<file path="config.mk">
export PLATFORM = sky130hd
export DESIGN_NAME = length_prefixed_frame_deframer
export DESIGN_NICKNAME = d
export VERILOG_FILES = /design/src/rtl/lpfd_pkg.sv /design/src/rtl/lpfd_core.sv /design/src/rtl/lpfd_outbuf.sv /design/src/rtl/length_prefixed_frame_deframer.sv
export SDC_FILE = /design/constraint.sdc
export NUM_CORES = 1
export LEC_CHECK = 0
export BUFFER_PORTS_ARGS = -buffer_cell sky130_fd_sc_hd__buf_2
export CAP_MARGIN = 20
export CORE_MARGIN = 3
export CORE_UTILIZATION = 50
export DETAILED_ROUTE_END_ITERATION = 10
export PLACE_DENSITY = 0.77
export SETUP_SLACK_MARGIN = 0.02
export SKIP_CTS_REPAIR_TIMING = 1
export SLEW_MARGIN = 20
export SYNTH_ARGS = -nofsm -noshare
export SYNTH_HDL_FRONTEND = slang
export SYNTH_SLANG_ARGS = --single-unit
</file>
<file path="constraint.sdc">
create_clock -name clock -period 10.2 [get_ports clock]
set_clock_uncertainty 0.1 [all_clocks]
set_input_delay 2.04 -clock clock [delete_from_list [all_inputs] [get_ports clock]]
set_output_delay 2.04 -clock clock [all_outputs]
set_load 0.005 [all_outputs]
</file>
<file path="src/rtl/lpfd_pkg.sv">
`timescale 1ns / 1ps
// lpfd_pkg: types and constants shared by the length prefixed frame deframer
// used by lpfd_core, lpfd_outbuf and length_prefixed_frame_deframer; no dependencies

package lpfd_pkg;

   // parse phase, one-hot
   typedef enum logic [4:0] {
      PH_HEADER   = 5'b00001,
      PH_FRAMELEN = 5'b00010,
      PH_FWDLEN   = 5'b00100,
      PH_FWDDATA  = 5'b01000,
      PH_PAYLOAD  = 5'b10000
   } phase_type;

   // section codes carried with every byte
   localparam logic [1:0] SecHeader  = 2'd0;
   localparam logic [1:0] SecLength  = 2'd1;
   localparam logic [1:0] SecForward = 2'd2;
   localparam logic [1:0] SecPayload = 2'd3;

   // header byte fields
   localparam logic [7:0] FwdSizeMask = 8'd12;
   localparam logic [7:0] LenSizeMask = 8'd3;

   // configuration register indexes
   localparam logic [0:0] RegLengthsBigEndian = 1'b0;

   typedef struct packed {
      logic [7:0]  out_byte;
      logic [1:0]  section;
      logic [3:0]  package_type;
      logic [31:0] payload_length;
      logic [23:0] forward_length;
      logic        lengths_valid;
      logic        frame_end;
   } rsp_type;

endpackage

</file>
<file path="src/rtl/lpfd_core.sv">
`timescale 1ns / 1ps
// lpfd_core: frame parse state and the per-byte decode of section and lengths
// depends on lpfd_pkg

module lpfd_core (
   input  logic             clock,
   input  logic             reset,
   input  logic             accept,
   input  logic [7:0]       data_byte,
   input  logic             big_endian,
   output lpfd_pkg::rsp_type result
);
   import lpfd_pkg::*;

   phase_type   phase_ff, phase_in;
   logic [2:0]  frame_len_size_ff, frame_len_size_in;
   logic [1:0]  fwd_len_size_ff, fwd_len_size_in;
   logic [1:0]  field_byte_index_ff, field_byte_index_in;
   logic [3:0]  type_ff, type_in;
   logic [31:0] payload_len_ff, payload_len_in;
   logic [23:0] forward_len_ff, forward_len_in;
   logic [31:0] bytes_left_ff, bytes_left_in;

   logic [2:0]  idx_next;
   logic [1:0]  fwd_idx;
   logic [31:0] pl_shift;
   logic [23:0] fl_shift;
   logic [31:0] bytes_dec;
   logic [7:0]  fwd_bits;
   logic [7:0]  len_bits;
   logic        done;
   logic        valid;
   logic        frame_end;
   logic [1:0]  section;

   always_comb begin
      phase_in            = phase_ff;
      frame_len_size_in   = frame_len_size_ff;
      fwd_len_size_in     = fwd_len_size_ff;
      field_byte_index_in = field_byte_index_ff;
      type_in             = type_ff;
      payload_len_in      = payload_len_ff;
      forward_len_in      = forward_len_ff;
      bytes_left_in       = bytes_left_ff;
      section             = SecHeader;
      valid               = 1'b0;
      frame_end           = 1'b0;
      done                = 1'b0;

      idx_next  = {1'b0, field_byte_index_ff} + 3'd1;
      fwd_idx   = (field_byte_index_ff == 2'd3) ? 2'd0 : field_byte_index_ff;
      pl_shift  = {24'd0, data_byte} << {field_byte_index_ff, 3'b000};
      fl_shift  = {16'd0, data_byte} << {fwd_idx, 3'b000};
      bytes_dec = bytes_left_ff - 32'd1;
      fwd_bits  = data_byte & FwdSizeMask;
      len_bits  = data_byte & LenSizeMask;

      case (phase_ff)
         PH_FRAMELEN: begin
            section = SecLength;
            if (big_endian) begin
               payload_len_in = {payload_len_ff[23:0], data_byte};
            end else begin
               payload_len_in = payload_len_ff | pl_shift;
            end
            if (idx_next >= frame_len_size_ff) begin
               field_byte_index_in = 2'd0;
               if (fwd_len_size_ff != 2'd0) begin
                  phase_in = PH_FWDLEN;
               end else begin
                  valid = 1'b1;
                  done  = 1'b1;
               end
            end else begin
               field_byte_index_in = idx_next[1:0];
            end
         end
         PH_FWDLEN: begin
            section = SecLength;
            if (big_endian) begin
               forward_len_in = {forward_len_ff[15:0], data_byte};
            end else begin
               forward_len_in = forward_len_ff | fl_shift;
            end
            if (idx_next >= {1'b0, fwd_len_size_ff}) begin
               field_byte_index_in = 2'd0;
               valid               = 1'b1;
               done                = 1'b1;
            end else begin
               field_byte_index_in = idx_next[1:0];
            end
         end
         PH_FWDDATA: begin
            section       = SecForward;
            valid         = 1'b1;
            bytes_left_in = bytes_dec;
            if (bytes_dec == 32'd0) begin
               if (payload_len_ff != 32'd0) begin
                  phase_in      = PH_PAYLOAD;
                  bytes_left_in = payload_len_ff;
               end else begin
                  phase_in  = PH_HEADER;
                  frame_end = 1'b1;
               end
            end
         end
         PH_PAYLOAD: begin
            section       = SecPayload;
            valid         = 1'b1;
            bytes_left_in = bytes_dec;
            if (bytes_dec == 32'd0) begin
               phase_in  = PH_HEADER;
               frame_end = 1'b1;
            end
         end
         default: begin
            // header byte, also taken for any phase code with no meaning
            section             = SecHeader;
            type_in             = data_byte[7:4];
            fwd_len_size_in     = fwd_bits[3:2];
            frame_len_size_in   = 3'd1 + {1'b0, len_bits[1:0]};
            field_byte_index_in = 2'd0;
            payload_len_in      = 32'd0;
            forward_len_in      = 24'd0;
            bytes_left_in       = 32'd0;
            phase_in            = PH_FRAMELEN;
         end
      endcase

      // all length bytes in: skip empty sections
      if (done) begin
         if (forward_len_in != 24'd0) begin
            phase_in      = PH_FWDDATA;
            bytes_left_in = {8'd0, forward_len_in};
         end else if (payload_len_in != 32'd0) begin
            phase_in      = PH_PAYLOAD;
            bytes_left_in = payload_len_in;
         end else begin
            phase_in  = PH_HEADER;
            frame_end = 1'b1;
         end
      end

      result.out_byte       = data_byte;
      result.section        = section;
      result.package_type   = type_in;
      result.payload_length = valid ? payload_len_in : 32'd0;
      result.forward_length = valid ? forward_len_in : 24'd0;
      result.lengths_valid  = valid;
      result.frame_end      = frame_end;
   end

   always_ff @(posedge clock) begin
      if (reset) begin
         phase_ff            <= PH_HEADER;
         frame_len_size_ff   <= 3'd0;
         fwd_len_size_ff     <= 2'd0;
         field_byte_index_ff <= 2'd0;
         type_ff             <= 4'd0;
         payload_len_ff      <= 32'd0;
         forward_len_ff      <= 24'd0;
         bytes_left_ff       <= 32'd0;
      end else if (accept) begin
         phase_ff            <= phase_in;
         frame_len_size_ff   <= frame_len_size_in;
         fwd_len_size_ff     <= fwd_len_size_in;
         field_byte_index_ff <= field_byte_index_in;
         type_ff             <= type_in;
         payload_len_ff      <= payload_len_in;
         forward_len_ff      <= forward_len_in;
         bytes_left_ff       <= bytes_left_in;
      end
   end

endmodule

</file>
<file path="src/rtl/lpfd_outbuf.sv">
`timescale 1ns / 1ps
// lpfd_outbuf: result register with a skid stage behind it
// depends on lpfd_pkg

module lpfd_outbuf (
   input  logic              clock,
   input  logic              reset,
   input  logic              push,
   input  lpfd_pkg::rsp_type push_data,
   output logic              full,
   output logic              out_valid,
   input  logic              out_stall,
   output lpfd_pkg::rsp_type out_data
);
   import lpfd_pkg::*;

   logic    main_valid_ff, main_valid_in;
   logic    skid_valid_ff, skid_valid_in;
   rsp_type main_ff, main_in;
   rsp_type skid_ff, skid_in;
   logic    main_free;

   assign main_free = !main_valid_ff || !out_stall;

   always_comb begin
      main_valid_in = main_valid_ff;
      skid_valid_in = skid_valid_ff;
      main_in       = main_ff;
      skid_in       = skid_ff;
      if (main_free) begin
         if (skid_valid_ff) begin
            main_valid_in = 1'b1;
            main_in       = skid_ff;
            skid_valid_in = 1'b0;
         end else begin
            main_valid_in = push;
            main_in       = push_data;
         end
      end else if (push) begin
         // result register held by the receiver, park the transfer
         skid_valid_in = 1'b1;
         skid_in       = push_data;
      end
   end

   always_ff @(posedge clock) begin
      if (reset) begin
         main_valid_ff <= 1'b0;
         skid_valid_ff <= 1'b0;
      end else begin
         main_valid_ff <= main_valid_in;
         skid_valid_ff <= skid_valid_in;
      end
   end

   always_ff @(posedge clock) begin
      main_ff <= main_in;
      skid_ff <= skid_in;
   end

   assign full      = skid_valid_ff;
   assign out_valid = main_valid_ff;
   assign out_data  = main_ff;

endmodule

</file>
<file path="src/rtl/length_prefixed_frame_deframer.sv">
`timescale 1ns / 1ps
// length_prefixed_frame_deframer: top level, configuration port and assertions
// depends on lpfd_pkg, lpfd_core and lpfd_outbuf
//
// Takes a framed byte stream on the req_ channel, one byte per transfer, and
// returns one rsp_ transfer per byte: the byte itself, its section (header,
// length field, forward data, payload), the frame's package type, the decoded
// lengths once all length bytes are in, and a flag on the last byte of a frame.
// A frame is a header byte, a payload length field of 1 to 4 bytes, a forward
// length field of 0 to 3 bytes, the forward data and then the payload.
// Byte order of the length fields is set by the register at address 0 of the
// csr_ port; write it only while the block is idle.
// Results are registered; throughput is one byte per cycle while req_stall is
// low, set by the parse state that updates once per byte.
// A two-entry result buffer lets the block take one more byte while the
// receiver stalls; req_stall rises only when both entries are full.
// Reset returns the parser to waiting for a header byte, empties the result
// buffer and clears the byte order register to little endian.

module length_prefixed_frame_deframer (
   input  logic        clock,
   input  logic        reset,
   input  logic        req_valid,
   output logic        req_stall,
   input  logic [7:0]  req_data_byte,
   output logic        rsp_valid,
   input  logic        rsp_stall,
   output logic [7:0]  rsp_out_byte,
   output logic [1:0]  rsp_section,
   output logic [3:0]  rsp_package_type,
   output logic [31:0] rsp_payload_length,
   output logic [23:0] rsp_forward_length,
   output logic        rsp_lengths_valid,
   output logic        rsp_frame_end,
   input  logic        csr_psel,
   input  logic        csr_penable,
   input  logic        csr_pwrite,
   input  logic [2:0]  csr_paddr,
   input  logic [31:0] csr_pwdata,
   output logic [31:0] csr_prdata,
   output logic        csr_pready
);
   import lpfd_pkg::*;

   logic    big_endian_ff;
   logic    csr_write;
   logic    accept;
   logic    buf_full;
   rsp_type core_result;
   rsp_type out_data;

   assign csr_pready = 1'b1;
   assign csr_write  = csr_psel && csr_penable && csr_pwrite && csr_pready;

   always_ff @(posedge clock) begin
      if (reset) begin
         big_endian_ff <= 1'b0;
      end else if (csr_write && csr_paddr[2] == RegLengthsBigEndian) begin
         big_endian_ff <= csr_pwdata[0];
      end
   end

   assign csr_prdata = (csr_paddr[2] == RegLengthsBigEndian) ? {31'd0, big_endian_ff} : 32'd0;

   assign req_stall = buf_full;
   assign accept    = req_valid && !req_stall;

   lpfd_core u_core (
      .clock      (clock),
      .reset      (reset),
      .accept     (accept),
      .data_byte  (req_data_byte),
      .big_endian (big_endian_ff),
      .result     (core_result)
   );

   lpfd_outbuf u_outbuf (
      .clock     (clock),
      .reset     (reset),
      .push      (accept),
      .push_data (core_result),
      .full      (buf_full),
      .out_valid (rsp_valid),
      .out_stall (rsp_stall),
      .out_data  (out_data)
   );

   assign rsp_out_byte       = out_data.out_byte;
   assign rsp_section        = out_data.section;
   assign rsp_package_type   = out_data.package_type;
   assign rsp_payload_length = out_data.payload_length;
   assign rsp_forward_length = out_data.forward_length;
   assign rsp_lengths_valid  = out_data.lengths_valid;
   assign rsp_frame_end      = out_data.frame_end;

   // the skid entry only fills behind a held result
   a_stall_needs_result: assert property (@(posedge clock) disable iff (reset)
      req_stall |-> rsp_valid)
      else $error("input stalled with no result pending");

   a_end_has_lengths: assert property (@(posedge clock) disable iff (reset)
      (rsp_valid && rsp_frame_end) |-> rsp_lengths_valid)
      else $error("frame end before lengths decoded");

   a_header_no_lengths: assert property (@(posedge clock) disable iff (reset)
      (rsp_valid && rsp_section == SecHeader) |-> (!rsp_lengths_valid && !rsp_frame_end))
      else $error("header byte carries lengths or frame end");

   a_lengths_zero: assert property (@(posedge clock) disable iff (reset)
      (rsp_valid && !rsp_lengths_valid) |->
         (rsp_payload_length == 32'd0 && rsp_forward_length == 24'd0))
      else $error("lengths shown before all length bytes are in");

   a_stall_holds_flags: assert property (@(posedge clock) disable iff (reset)
      (rsp_valid && rsp_stall) |=> (rsp_valid && $stable(rsp_section) && $stable(rsp_frame_end)))
      else $error("stalled result changed");

endmodule
</file>
==> flow_summary.yaml <==
status:
  status: "complete, no violations"
timing:
  fin_setup_tns_ns: 0
  setup_viol: 0
  fmax_mhz: 180.7
  hold_violations: 0
  post-route-period-util_pct: 54.24
  slew_headroom_pct: 18.02
  worst_slew_pin_slew_ns: 1.225
  fin_crit_ns: 5.533
  rsz0062_at_grt: "false"
  drv_slew: 0
global_routing:
  grt_antenna_before_repair: 0
  grt_max_degree: 90
  grt_overflow: 0
  gr-usage-all-layers_pct: 27.29
  grt_pass1_wl_mm: 65.44
  grt_pass1_vias: 11140
yosys:
  yosys_most_used_dff: "edfxtp_1"
  synth_seq_cells: 251
  yosys-top-cells-count: "nor2_1, edfxtp_1, nand2_1, dfxtp_1, clkbuf_1"
  yosysMostFrequentCell: "nor2_1"
  synth_area_um2: 14000
  avgSynthCellArea_um2: 9.351
  synth_edf_count: 144
  async_reset_ff_share_pct: 0
  netlist_instances: 1497
  synth-xor-area-share_pct: 0.8134
  synth.mux.area_fraction_pct: 4.451
  synth_compound_area_share_pct: 21.17
  ys_warn_count: 0
  synth_fa_ha_area_share_pct: 1.037
  yosysTopAreaCell: "edfxtp_1"
  yosysUniqueCellTypes: 91
  synth_top_family_by_area: "compound AO/OA/AOI/OAI gates"
  ys_seq_area_share_pct: 46.19
  synth.area.top_cells: "edfxtp_1, dfxtp_1, nor2_1"
  yosysTopAreaCellShare_pct: 30.89
  synth-simple-area-share_pct: 19.85
floorplan:
  fp-row-count: 60
  core_region_area_um2: 27250
  die_height_um: 173.3
  die_w_um: 173.3
  num_io_pins: 157
  start_util_pct: 51.37
  die_area_um2: 30040
job:
  cap_violations: 0
final_layout:
  nets: 1569
  fillers: 2427
  syn_to_final_growth_pct: 9.242
  final_layout_size_suffix_gt1_share_pct: 15.76
  design_area_um2: 15290
clock_network:
  cts_buffer_depth: 3
  cts_sinks: 251
  clock_latency_ns: 0.54
  path_clk_slew_ns: 0.06
  root_buffer: "clkbuf_16"
  cts_max_level: 1
  cts_buffers: 27
  cts_tree: "built"
critical_path:
  crit_type: "in2reg"
  cp.arrival_ns: 5.89
  path_max_fanout: 26
  worstPathRequired_ns: 10.55
  endpoint_kind: "flip-flop"
  cp-start-kind: "primary input"
routing:
  drtPass1Iterations: 6
  vias_per_cell: 6.340
  wl_per_cell_um: 22.48
  vias: 12059
  wirelength_mm: 42.77
  drtIter0Drc: 1450
  drc: 0
  drtAntennaViolNets: 0
pwr:
  intPower_uw: 1761
  powerDensity_nw_per_um2: 156.4
  swShare_pct: 26.37
  ir_worst_vdd_v: 0.0001155
  p_leak_uw: 0.005712
  p_seq_share_pct: 48.3
  p_comb_share_pct: 11.6
  p_clk_share_pct: 40.0
  p_sw_uw: 630.7
  power_uw: 2392
placed_design:
  place_congestion: 0.9957
  placed_area_um2: 14410
  dp_hpwl_mm: 29.53
  portBuffers: 91
worst_hold_path:
  hold_path.class: "reg2reg"
-- layout make-up --
cell class	count	area [um^2]	share of cell area (%)
clock buffers	32	714.4	4.672
well taps	372	465.4	3.044
diodes	1	2.502	0.01636
flip-flops and latches	251	6471	42.32
multi-input cells	1094	6783	44.35
clock inverters	18	161.4	1.055
repair buffers	111	608.1	3.976
inverters	23	86.33	0.5646
-- placed cells by master (no fill, tap or decap), types with 24 or more instances in the layout --
cell type,netlist,final
nor2_1,200,197
edfxtp_1,144,144
nand2_1,112,111
dfxtp_1,107,105
buf_2,17,90
a21oi_1,65,65
o21ai_0,60,60
a211oi_1,54,54
o31ai_1,44,44
mux2_2,42,42
nor3_1,36,36
conb_1,2,32
a22oi_1,31,31
nand2b_1,30,30
nand4_1,28,28
a21o_1,27,27
clkbuf_16,0,27
a31oi_1,24,24
-- worst paths after layout --
check | start | depth (start not counted) | to | slack [ns]
setup / recovery | req_data_byte[6] | 10 | u_core.bytes_left_ff[29] | 4.67
hold reg to reg | u_core.type_ff[0] | 2 | u_core.type_ff[0] | 0.40
hold / removal | u_core.type_ff[0] | 2 | u_core.type_ff[0] | 0.40
setup reg to reg | u_core.field_byte_index_ff[1] | 10 | u_core.bytes_left_ff[29] | 4.89
-- per-layer routing --
layer  vias to the layer above  GRT usage (%)  part of all wire [%]
met5                         -              0                     0
met4                         0          12.67                   5.3
met3                       131          5.891                    11
met2                       713          40.79                    43
met1                      5663          37.94                    41
li1                       5552              -                     -
-- worst max-delay path, stage by stage --
cell	delay, ns
buf_2	0.23
nor2b_1	0.22
a21o_1	0.25
o41ai_1	0.66
o311a_1	0.30
nand4_1	0.25
o21ai_1	0.69
o211a_2	0.70
nand2_1	0.30
o22ai_1	0.23
-- stage by stage --
stage	worst slack, ns	hold slack (ns)	std cells	utilization [%]
3_3_place_gp	4.350	0.3677	1851	52.89
4_1_cts	4.887	0.4031	1901	56.11
2_1_floorplan	2.706	0.3544	1527	-
3_5_place_dp	4.326	0.3886	1851	52.89
6_report	4.667	0.4016	1902	56.12
5_1_grt	4.486	0.4401	1901	56.11
-- sequential cells by signal, indices dropped and copies added, names as in the netlist, 2 cells and up --
register and flops:
u_core.payload_len_ff 32, u_core.forward_len_ff 24, u_core.field_byte_index_ff 2, u_core.bytes_left_ff 32
u_core.frame_len_size_ff 3, u_core.type_ff 4, u_core.phase_ff 5, u_outbuf.skid_ff 72
u_core.fwd_len_size_ff 2, u_outbuf.out_data 72
-- power by group through the flow --
stage,logic [uW],clock network (uW),registers [uW]
4_1_cts,272,965,1150
3_3_place_gp,266,0,1170
2_1_floorplan,211,0,1160
5_1_grt,302,1010,1160
6_report,278,957,1160
3_5_place_dp,271,0,1180
-- cells by family after synthesis --
group,count (synthesis)
buf+inv,182
fa+ha+maj,11
other cells,2
compound gates,424
mux,57
xor+xnor,13
flops,251
simple gates,557
No activity file was read; power rests on OpenSTA's default activity.
